**src/rtl/core/lfu_byte_budget_pool_defines.svh**
```systemverilog
// Assertion macros for the byte budget pool
`ifndef LFU_BYTE_BUDGET_POOL_DEFINES_SVH
`define LFU_BYTE_BUDGET_POOL_DEFINES_SVH
`ifndef SYNTHESIS
`define LBP_ASSERT_IMPL(label, clk, rst_n, ante, cons) \
    label: assert property (@(posedge clk) disable iff (!rst_n) (ante) |-> (cons)) \
        else $error("assertion failed");
`define LBP_ASSERT_NEXT(label, clk, rst_n, ante, cons) \
    label: assert property (@(posedge clk) disable iff (!rst_n) (ante) |=> (cons)) \
        else $error("assertion failed");
`else
`define LBP_ASSERT_IMPL(label, clk, rst_n, ante, cons)
`define LBP_ASSERT_NEXT(label, clk, rst_n, ante, cons)
`endif
`endif

```
**src/rtl/core/lbp_pkg.sv**
```systemverilog
// Package: types, codes and defaults for the byte budget pool
package lbp_pkg;
    localparam int NUM_SLOTS_DEF = 16;
    localparam int FREQ_BITS_DEF = 16;
    localparam logic [31:0] CAP_RESET = 32'd65536;

    typedef enum logic [1:0] {
        REQ_ALLOC = 2'd0,
        REQ_TOUCH = 2'd1,
        REQ_FREE  = 2'd2,
        REQ_NONE  = 2'd3
    } t_req;

    typedef enum logic [2:0] {
        K_EVICT   = 3'd0,
        K_ALLOC   = 3'd1,
        K_FAIL    = 3'd2,
        K_TOUCH   = 3'd3,
        K_FREED   = 3'd4,
        K_UNKNOWN = 3'd5
    } t_kind;

    typedef enum logic [2:0] {
        S_IDLE,
        S_SCAN,
        S_DECIDE,
        S_HREAD,
        S_HDO,
        S_EMIT
    } t_state;

    typedef struct packed {
        logic [1:0]  req_type;
        logic [31:0] block_size;
        logic [3:0]  handle;
    } t_req_item;

    typedef struct packed {
        logic [2:0]  kind;
        logic [3:0]  slot;
        logic [31:0] slot_bytes;
        logic [31:0] bytes_in_use;
        logic        last;
    } t_res_item;
endpackage

```
**src/rtl/core/lbp_if.sv**
```systemverilog
// Valid/ready channel interfaces for requests, results and configuration
interface lbp_req_if;
    logic                 valid;
    logic                 ready;
    lbp_pkg::t_req_item   data;
    modport source (output valid, output data, input ready);
    modport sink (input valid, input data, output ready);
endinterface

interface lbp_res_if;
    logic                 valid;
    logic                 ready;
    lbp_pkg::t_res_item   data;
    modport source (output valid, output data, input ready);
    modport sink (input valid, input data, output ready);
endinterface

interface lbp_cfg_if;
    logic        valid;
    logic        ready;
    logic [31:0] data;
    modport source (output valid, output data, input ready);
    modport sink (input valid, input data, output ready);
endinterface

```
**src/rtl/core/lfu_byte_budget_pool.sv**
```systemverilog
// Top level: byte budget LFU slot pool
// One request at a time. A touch, a free or an unknown handle passes through S_HREAD and
// S_HDO before the next request can transfer. An allocate without eviction needs S_DECIDE only.
// Each eviction adds a full scan of the slot table through the single read port of the slot
// memory, the emit, and a wait for the eviction result to leave the output register before
// the decision. Each result sits in an output register until transferred.
// A new request may transfer while the previous result waits. Emitting, deciding and the
// handle step (S_HDO) hold while a result waits.
// Scanning does not hold.
`include "lfu_byte_budget_pool_defines.svh"
module lfu_byte_budget_pool #(
    parameter int NUM_SLOTS = lbp_pkg::NUM_SLOTS_DEF,
    parameter int FREQ_BITS = lbp_pkg::FREQ_BITS_DEF
) (
    input logic i_clk,
    input logic i_rst_n,
    lbp_req_if.sink   i_req,
    lbp_res_if.source o_res,
    lbp_cfg_if.sink   i_cfg
);
    localparam int AW = $clog2(NUM_SLOTS);
    localparam int DW = 32 + FREQ_BITS + 32;
    localparam logic [FREQ_BITS-1:0] FMAX = '1;

    lbp_pkg::t_state r_state, n_state;
    logic [NUM_SLOTS-1:0] r_valid, n_valid;
    logic [31:0] r_cap, r_used, n_used, r_ctr, n_ctr;
    lbp_pkg::t_req_item r_req, n_req;
    lbp_pkg::t_res_item r_out, n_out;
    logic r_ov, n_ov;
    logic [AW:0] r_idx, n_idx;
    logic [AW-1:0] r_cidx, n_cidx;
    logic r_rvld, n_rvld;
    logic r_bfound, n_bfound;
    logic [AW-1:0] r_bidx, n_bidx;
    logic [FREQ_BITS-1:0] r_bf, n_bf;
    logic [31:0] r_ba, n_ba, r_bsz, n_bsz;

    logic we;
    logic [AW-1:0] waddr, raddr;
    logic [DW-1:0] wdata, rdata;
    logic [31:0] rd_sz, rd_st, rd_age;
    logic [FREQ_BITS-1:0] rd_f;
    logic fits, has_free, hbad;
    logic [AW-1:0] ffree;

    lbp_slot_mem #(.NUM_SLOTS(NUM_SLOTS), .FREQ_BITS(FREQ_BITS)) u_mem (
        .i_clk(i_clk), .i_we(we), .i_waddr(waddr), .i_wdata(wdata),
        .i_raddr(raddr), .o_rdata(rdata)
    );

    assign rd_sz  = rdata[DW-1 -: 32];
    assign rd_f   = rdata[31+FREQ_BITS -: FREQ_BITS];
    assign rd_st  = rdata[31:0];
    assign rd_age = r_ctr - rd_st;
    assign fits   = ({1'b0, r_used} + {1'b0, r_req.block_size}) <= {1'b0, r_cap};
    assign has_free = ~&r_valid;
    assign hbad = ({28'd0, r_req.handle} >= 32'(NUM_SLOTS))
        || !r_valid[r_req.handle[AW-1:0]];

    always_comb begin
        ffree = '0;
        for (int i = NUM_SLOTS - 1; i >= 0; i--) begin
            if (!r_valid[i]) ffree = AW'(i);
        end
    end

    assign i_req.ready = (r_state == lbp_pkg::S_IDLE);
    assign i_cfg.ready = 1'b1;
    assign o_res.valid = r_ov;
    assign o_res.data  = r_out;

    always_ff @(posedge i_clk) begin
        if (!i_rst_n) begin
            r_state <= lbp_pkg::S_IDLE;
            r_valid <= '0;
            r_used <= '0;
            r_ctr <= '0;
            r_ov <= 1'b0;
            r_cap <= lbp_pkg::CAP_RESET;
            r_rvld <= 1'b0;
        end else begin
            r_state <= n_state;
            r_valid <= n_valid;
            r_used <= n_used;
            r_ctr <= n_ctr;
            r_ov <= n_ov;
            r_rvld <= n_rvld;
            if (i_cfg.valid) r_cap <= i_cfg.data;
        end
        r_req <= n_req;
        r_out <= n_out;
        r_idx <= n_idx;
        r_cidx <= n_cidx;
        r_bfound <= n_bfound;
        r_bidx <= n_bidx;
        r_bf <= n_bf;
        r_ba <= n_ba;
        r_bsz <= n_bsz;
    end

    always_comb begin
        n_state = r_state;
        n_valid = r_valid;
        n_used = r_used;
        n_ctr = r_ctr;
        n_req = r_req;
        n_out = r_out;
        n_ov = r_ov && !o_res.ready;
        n_idx = r_idx;
        n_cidx = r_cidx;
        n_rvld = 1'b0;
        n_bfound = r_bfound;
        n_bidx = r_bidx;
        n_bf = r_bf;
        n_ba = r_ba;
        n_bsz = r_bsz;
        we = 1'b0;
        waddr = r_req.handle[AW-1:0];
        wdata = '0;
        raddr = r_idx[AW-1:0];
        unique case (r_state)
            lbp_pkg::S_IDLE: begin
                if (i_req.valid && i_req.ready) begin
                    n_req = i_req.data;
                    unique case (i_req.data.req_type) inside
                        lbp_pkg::REQ_ALLOC: n_state = lbp_pkg::S_DECIDE;
                        lbp_pkg::REQ_TOUCH, lbp_pkg::REQ_FREE: n_state = lbp_pkg::S_HREAD;
                        default: n_state = lbp_pkg::S_IDLE;
                    endcase
                end
            end
            lbp_pkg::S_DECIDE: begin
                if (!r_ov) begin
                    if (fits && has_free) begin
                        we = 1'b1;
                        waddr = ffree;
                        wdata = {r_req.block_size, FREQ_BITS'(1), r_ctr};
                        n_valid[ffree] = 1'b1;
                        n_ctr = r_ctr + 32'd1;
                        n_used = r_used + r_req.block_size;
                        n_out = '{lbp_pkg::K_ALLOC, 4'(ffree), r_req.block_size,
                            r_used + r_req.block_size, 1'b1};
                        n_ov = 1'b1;
                        n_state = lbp_pkg::S_IDLE;
                    end else if (r_valid == '0) begin
                        n_out = '{lbp_pkg::K_FAIL, 4'd0, r_req.block_size, r_used, 1'b1};
                        n_ov = 1'b1;
                        n_state = lbp_pkg::S_IDLE;
                    end else begin
                        n_idx = '0;
                        n_bfound = 1'b0;
                        n_state = lbp_pkg::S_SCAN;
                    end
                end
            end
            lbp_pkg::S_SCAN: begin
                if (r_rvld && r_valid[r_cidx]) begin
                    if (!r_bfound || rd_f < r_bf || (rd_f == r_bf && rd_age > r_ba)) begin
                        n_bfound = 1'b1;
                        n_bidx = r_cidx;
                        n_bf = rd_f;
                        n_ba = rd_age;
                        n_bsz = rd_sz;
                    end
                end
                if (r_idx < (AW+1)'(NUM_SLOTS)) begin
                    n_rvld = 1'b1;
                    n_cidx = r_idx[AW-1:0];
                    n_idx = r_idx + 1'b1;
                end else if (!r_rvld) begin
                    n_state = lbp_pkg::S_EMIT;
                end
            end
            lbp_pkg::S_EMIT: begin
                if (!r_ov) begin
                    n_valid[r_bidx] = 1'b0;
                    n_used = r_used - r_bsz;
                    n_out = '{lbp_pkg::K_EVICT, 4'(r_bidx), r_bsz, r_used - r_bsz, 1'b0};
                    n_ov = 1'b1;
                    n_state = lbp_pkg::S_DECIDE;
                end
            end
            lbp_pkg::S_HREAD: begin
                raddr = r_req.handle[AW-1:0];
                n_state = lbp_pkg::S_HDO;
            end
            lbp_pkg::S_HDO: begin
                // hold the read address so the slot data stays put while a result waits
                raddr = r_req.handle[AW-1:0];
                if (!r_ov) begin
                    n_ov = 1'b1;
                    n_state = lbp_pkg::S_IDLE;
                    if (hbad) begin
                        n_out = '{lbp_pkg::K_UNKNOWN, r_req.handle, 32'd0, r_used, 1'b1};
                    end else if (r_req.req_type == lbp_pkg::REQ_TOUCH) begin
                        we = 1'b1;
                        wdata = {rd_sz, (rd_f < FMAX) ? rd_f + 1'b1 : rd_f, r_ctr};
                        n_ctr = r_ctr + 32'd1;
                        n_out = '{lbp_pkg::K_TOUCH, r_req.handle, rd_sz, r_used, 1'b1};
                    end else begin
                        n_valid[r_req.handle[AW-1:0]] = 1'b0;
                        n_used = r_used - rd_sz;
                        n_out = '{lbp_pkg::K_FREED, r_req.handle, rd_sz, r_used - rd_sz, 1'b1};
                    end
                end
            end
            default: n_state = lbp_pkg::S_IDLE;
        endcase
    end

    `LBP_ASSERT_NEXT(a_out_hold, i_clk, i_rst_n, o_res.valid && !o_res.ready, o_res.valid && $stable(o_res.data))
    `LBP_ASSERT_IMPL(a_no_accept_busy, i_clk, i_rst_n, r_state != lbp_pkg::S_IDLE, !i_req.ready)
    `LBP_ASSERT_IMPL(a_evict_not_last, i_clk, i_rst_n, o_res.valid && o_res.data.kind == lbp_pkg::K_EVICT, !o_res.data.last)
    `LBP_ASSERT_NEXT(a_emit_found, i_clk, i_rst_n, r_state == lbp_pkg::S_SCAN && n_state == lbp_pkg::S_EMIT, r_bfound)
endmodule

```
**src/rtl/core/lbp_slot_mem.sv**
```systemverilog
// Slot table memory: size, frequency and order stamp per slot
module lbp_slot_mem #(
    parameter int NUM_SLOTS = lbp_pkg::NUM_SLOTS_DEF,
    parameter int FREQ_BITS = lbp_pkg::FREQ_BITS_DEF,
    localparam int AW = $clog2(NUM_SLOTS),
    localparam int DW = 32 + FREQ_BITS + 32
) (
    input  logic          i_clk,
    input  logic          i_we,
    input  logic [AW-1:0] i_waddr,
    input  logic [DW-1:0] i_wdata,
    input  logic [AW-1:0] i_raddr,
    output logic [DW-1:0] o_rdata
);
    logic [DW-1:0] mem [NUM_SLOTS];

    always_ff @(posedge i_clk) begin
        if (i_we) begin
            mem[i_waddr] <= i_wdata;
        end
        o_rdata <= mem[i_raddr];
    end
endmodule

```
**src/flat_wrapper.sv**
```systemverilog
// flat-port wrapper written by rule: the top's interface ports become plain ports
module lfu_byte_budget_pool_flat 
#(
    parameter int NUM_SLOTS = lbp_pkg::NUM_SLOTS_DEF,
    parameter int FREQ_BITS = lbp_pkg::FREQ_BITS_DEF
)
  (i_clk, i_rst_n, i_req_valid, i_req_data, i_req_ready, o_res_valid, o_res_data, o_res_ready, i_cfg_valid, i_cfg_data, i_cfg_ready);
  lbp_req_if i_req_i ();
  lbp_res_if o_res_i ();
  lbp_cfg_if i_cfg_i ();
  input logic i_clk;
  input logic i_rst_n;
  input wire logic [$bits(i_req_i.valid)-1:0] i_req_valid;
  input wire logic [$bits(i_req_i.data)-1:0] i_req_data;
  output wire logic [$bits(i_req_i.ready)-1:0] i_req_ready;
  output wire logic [$bits(o_res_i.valid)-1:0] o_res_valid;
  output wire logic [$bits(o_res_i.data)-1:0] o_res_data;
  input wire logic [$bits(o_res_i.ready)-1:0] o_res_ready;
  input wire logic [$bits(i_cfg_i.valid)-1:0] i_cfg_valid;
  input wire logic [$bits(i_cfg_i.data)-1:0] i_cfg_data;
  output wire logic [$bits(i_cfg_i.ready)-1:0] i_cfg_ready;
  assign i_req_i.valid = i_req_valid;
  assign i_req_i.data = i_req_data;
  assign i_req_ready = i_req_i.ready;
  assign o_res_valid = o_res_i.valid;
  assign o_res_data = o_res_i.data;
  assign o_res_i.ready = o_res_ready;
  assign i_cfg_i.valid = i_cfg_valid;
  assign i_cfg_i.data = i_cfg_data;
  assign i_cfg_ready = i_cfg_i.ready;
  lfu_byte_budget_pool #(.NUM_SLOTS(NUM_SLOTS), .FREQ_BITS(FREQ_BITS)) u_core (.i_clk(i_clk), .i_rst_n(i_rst_n), .i_req(i_req_i), .o_res(o_res_i), .i_cfg(i_cfg_i));
endmodule
```
**config.mk**
```make
export PLATFORM = sky130hd
export DESIGN_NAME = lfu_byte_budget_pool_flat
export DESIGN_NICKNAME = d
export VERILOG_FILES = /design/src/rtl/core/lbp_pkg.sv /design/src/rtl/core/lbp_if.sv /design/src/rtl/core/lfu_byte_budget_pool.sv /design/src/rtl/core/lbp_slot_mem.sv /design/src/flat_wrapper.sv
export VERILOG_INCLUDE_DIRS = /design/src /design/src/rtl/core
export SDC_FILE = /design/constraint.sdc
export NUM_CORES = 2
export LEC_CHECK = 0
export BUFFER_PORTS_ARGS = -buffer_cell sky130_fd_sc_hd__clkbuf_2
export CAP_MARGIN = 20
export CORE_ASPECT_RATIO = 1.4
export CORE_UTILIZATION = 60
export DETAILED_ROUTE_END_ITERATION = 10
export MAX_ROUTING_LAYER = met4
export PLACE_DENSITY = 0.84
export SYNTH_ARGS = -nofsm -noshare
export SYNTH_HDL_FRONTEND = slang
export SYNTH_HIERARCHICAL = 1
export SYNTH_SLANG_ARGS = --single-unit
export TNS_END_PERCENT = 5
```
**constraint.sdc**
```tcl
create_clock -name i_clk -period 19.58 [get_ports i_clk]
set_input_delay 0.979 -clock i_clk [delete_from_list [all_inputs] [get_ports i_clk]]
set_output_delay 0.979 -clock i_clk [all_outputs]
set_load 0.05 [all_outputs]
```
==> results.json <==
{
  "cts_root_buffer": "clkbuf_16",
  "yosysTopAreaCell": "edfxtp_1",
  "portBuffers": 148,
  "antenna_left": 0,
  "hold_buffers": 0,
  "vias_per_cell": 6.966,
  "hold_viol": 0,
  "ys_top_cells_by_count": "edfxtp_1, mux4_2, nand2_1",
  "first_global_vias": 45680,
  "synth_fp_nets": 4943,
  "die_x_um": 296.6,
  "fin_worst_skew_ps": 35.64,
  "h-tree-depth": 4,
  "clkLatencyLatePin_ps": 800,
  "worst_slack_ps": 11060,
  "arrival_ps": 8930,
  "design_area_mm2": 0.08070,
  "synth_top_area_share_pct": 61.13,
  "preCtsSetupSlack_ps": 11240,
  "place_congestion": 0.9870,
  "initial_utilization_pct": 60.78,
  "required_ps": 19990,
  "layout_min_cycle_time_ps": 8518,
  "ctsResizeCount": 0,
  "grt_max_degree": 142,
  "synth-edff-count": 1484,
  "tightest_slew_ps": 1285,
  "ys_types": 103,
  "hpwl_mm": 122.2,
  "endpoint_kind": "flop",
  "start_kind": "flop",
  "drv_cap": 0,
  "synth_area_per_cell_um2": 15.66,
  "clkTransAtPathRegs_ps": 70,
  "ys.warnings.count": 6,
  "setup-tns-final_ps": 0,
  "area_delta_synth_final_pct": 10.70,
  "track_usage_pct": 34.96,
  "postCtsSetupBuffers": 0,
  "cp_max_fo": 53,
  "cts_tree": "built",
  "postLayoutCoreUtil_pct": 67.29,
  "routed_wl_mm": 208.0,
  "report.final.slew_viol_count": 0,
  "die_area_mm2": 0.1229,
  "hold_class": "in -> reg",
  "antenna_found_initial": 8,
  "netlist_area_mm2": 0.07290,
  "core_area_mm2": 0.1199,
  "dr.pass1.iters": 9,
  "vias": 45860,
  "seq_area_frac_synth_pct": 66.54,
  "grt_setup_unrepaired": "false",
  "drt-initial-drc-count": 6719,
  "ios": 150,
  "synthArstFlopShare_pct": 0,
  "finalSetupViolCount": 0,
  "fmax_ghz": 0.1174,
  "rows": 150,
  "overflow": 0,
  "fillers": 7294,
  "layout-drive-gt1-share_pct": 18.01,
  "pwr_density_cell_mw_per_mm2": 124.6,
  "cts_buffers": 148,
  "drc": 0,
  "yosysMostFrequentCell": "edfxtp_1",
  "grt_pass1_wl_mm": 301.4,
  "cts_sinks": 1681,
  "path_class": "reg -> reg",
  "synthTopCellsByArea": "edfxtp_1, mux4_2, dfxtp_1, ha_1, a22oi_1",
  "nNetsFinal": 5146,
  "synth_ff_type": "edfxtp_1",
  "post-route-period-util_pct": 43.50,
  "fp.dieH_um": 414.4,
  "p_leak_uw": 0.02642,
  "max_slew_margin_pct": 13.75,
  "ir_drop_v": 0.0001374,
  "synth-seq-cells": 1681,
  "wire_per_inst_um": 31.60,
  "outcome": "completed",
  "synth_cells": 4655,
  "clockBufferDepth": 3,
  "place_area_mm2": 0.07560
}
==> worst max-delay path, cell delays in order (launching register included) <==
cell and delay (ps):
dfxtp_1 510, ha_1 310, a211oi_1 440, o211ai_1 230, a41o_1 350, o211ai_1 530, a21boi_1 170, o21ai_0 300
o311ai_0 250, ha_1 260, a21o_1 150, a21o_1 190, a211oi_1 200, o2111ai_1 130, o31ai_1 480, nand2_1 180
a21oi_4 150, buf_4 370, nor2_4 250, inv_1 210, or3b_2 600, nor2_4 900, buf_4 840
==> stage by stage <==
step | std cells | total power [µW] | hold slack (ps)
after floorplan | 4655 | 6251 | 429.1
after global placement | 6271 | 6997 | 441.9
after detailed placement | 6274 | 7054 | 449.3
after CTS | 6547 | 10000 | 333.8
after global routing | 6584 | 10370 | 350.2
final | 6584 | 10060 | 373.6
==> flip-flops by register name (all words and copies together), names as in the netlist <==
register              flops
u_core/r_bf              16
u_core/r_rvld             1
u_core/o_res.data        72
u_core/u_mem/mem       1280
u_core/r_bidx             4
u_core/u_mem/o_rdata     80
u_core/r_valid           16
u_core/r_req             38
u_core/r_ctr             32
u_core/r_state            3
u_core/r_idx              5
u_core/o_res.valid        1
u_core/r_cap             32
u_core/r_ba              32
u_core/r_cidx             4
u_core/r_used            32
u_core/r_bfound           1
u_core/r_bsz             32
==> cells by family after synthesis <==
logic type | after synthesis | share of synthesized area [%]
AO/OA/AOI/OAI | 924 | 8.800
XOR/XNOR | 120 | 1.442
adder cells (fa/ha/maj) | 213 | 3.697
buffers and inverters | 478 | 2.738
flip-flops | 1681 | 66.54
multiplexers | 407 | 11.26
other | 1 | 0.005144
AND/OR/NAND/NOR | 831 | 5.515
==> cell type report <==
cell class              count  area (µm²)  area share, %
inverters                 256       960.9          1.191
well taps                1596        1997          2.475
diodes                      7       17.52        0.02171
multi-input cells        2496       22610          28.02
clock inverters            66       629.4         0.7799
clock buffers             207        4185          5.186
flip-flops and latches   1681       48510          60.11
repair buffers            275        1794          2.223
==> layer usage <==
metal / track usage, % / wire, µm
met3: 7.047 / 23290
met5: - / 0
met4: 19.65 / 13290
met2: 56.08 / 102900
met1: 41.17 / 68570
==> report_power, final <==
group | switching [µW] | total [µW] | internal [µW]
clock network | 1330 | 2960 | 1620
registers | 159 | 4320 | 4170
logic | 1790 | 2780 | 981
total | 3290 | 10100 | 6770
==> final timing paths <==
kind,end,depth (start not counted),slack (ps),from
max,u_core/u_mem/mem[1][43],22,11060,u_core/r_used[1]
min,u_core/r_req[15],1,370,i_req_data[15]
max reg2reg,u_core/u_mem/mem[1][43],22,11060,u_core/r_used[1]
min reg2reg,u_core/r_bsz[27],0,470,u_core/u_mem/o_rdata[75]
==> cell usage in the layout, fill, tap and decap left out, drive strengths merged, types with 25 or more instances in the layout <==
cell type	count
a211oi	27
a21o	65
a21oi	178
a222oi	36
a22oi	181
a31oi	31
and3	35
buf	125
clkbuf	357
clkinv	51
dfxtp	197
edfxtp	1484
ha	209
inv	260
mux2i	71
mux4	330
nand2	275
nand2b	31
nand3	61
nand4	34
nor2	199
nor2b	48
nor3	42
o211ai	28
o21a	25
o21ai	171
or3	32
xnor2	75
xor2	45
Note: power is estimated with default switching activity, not from simulation.
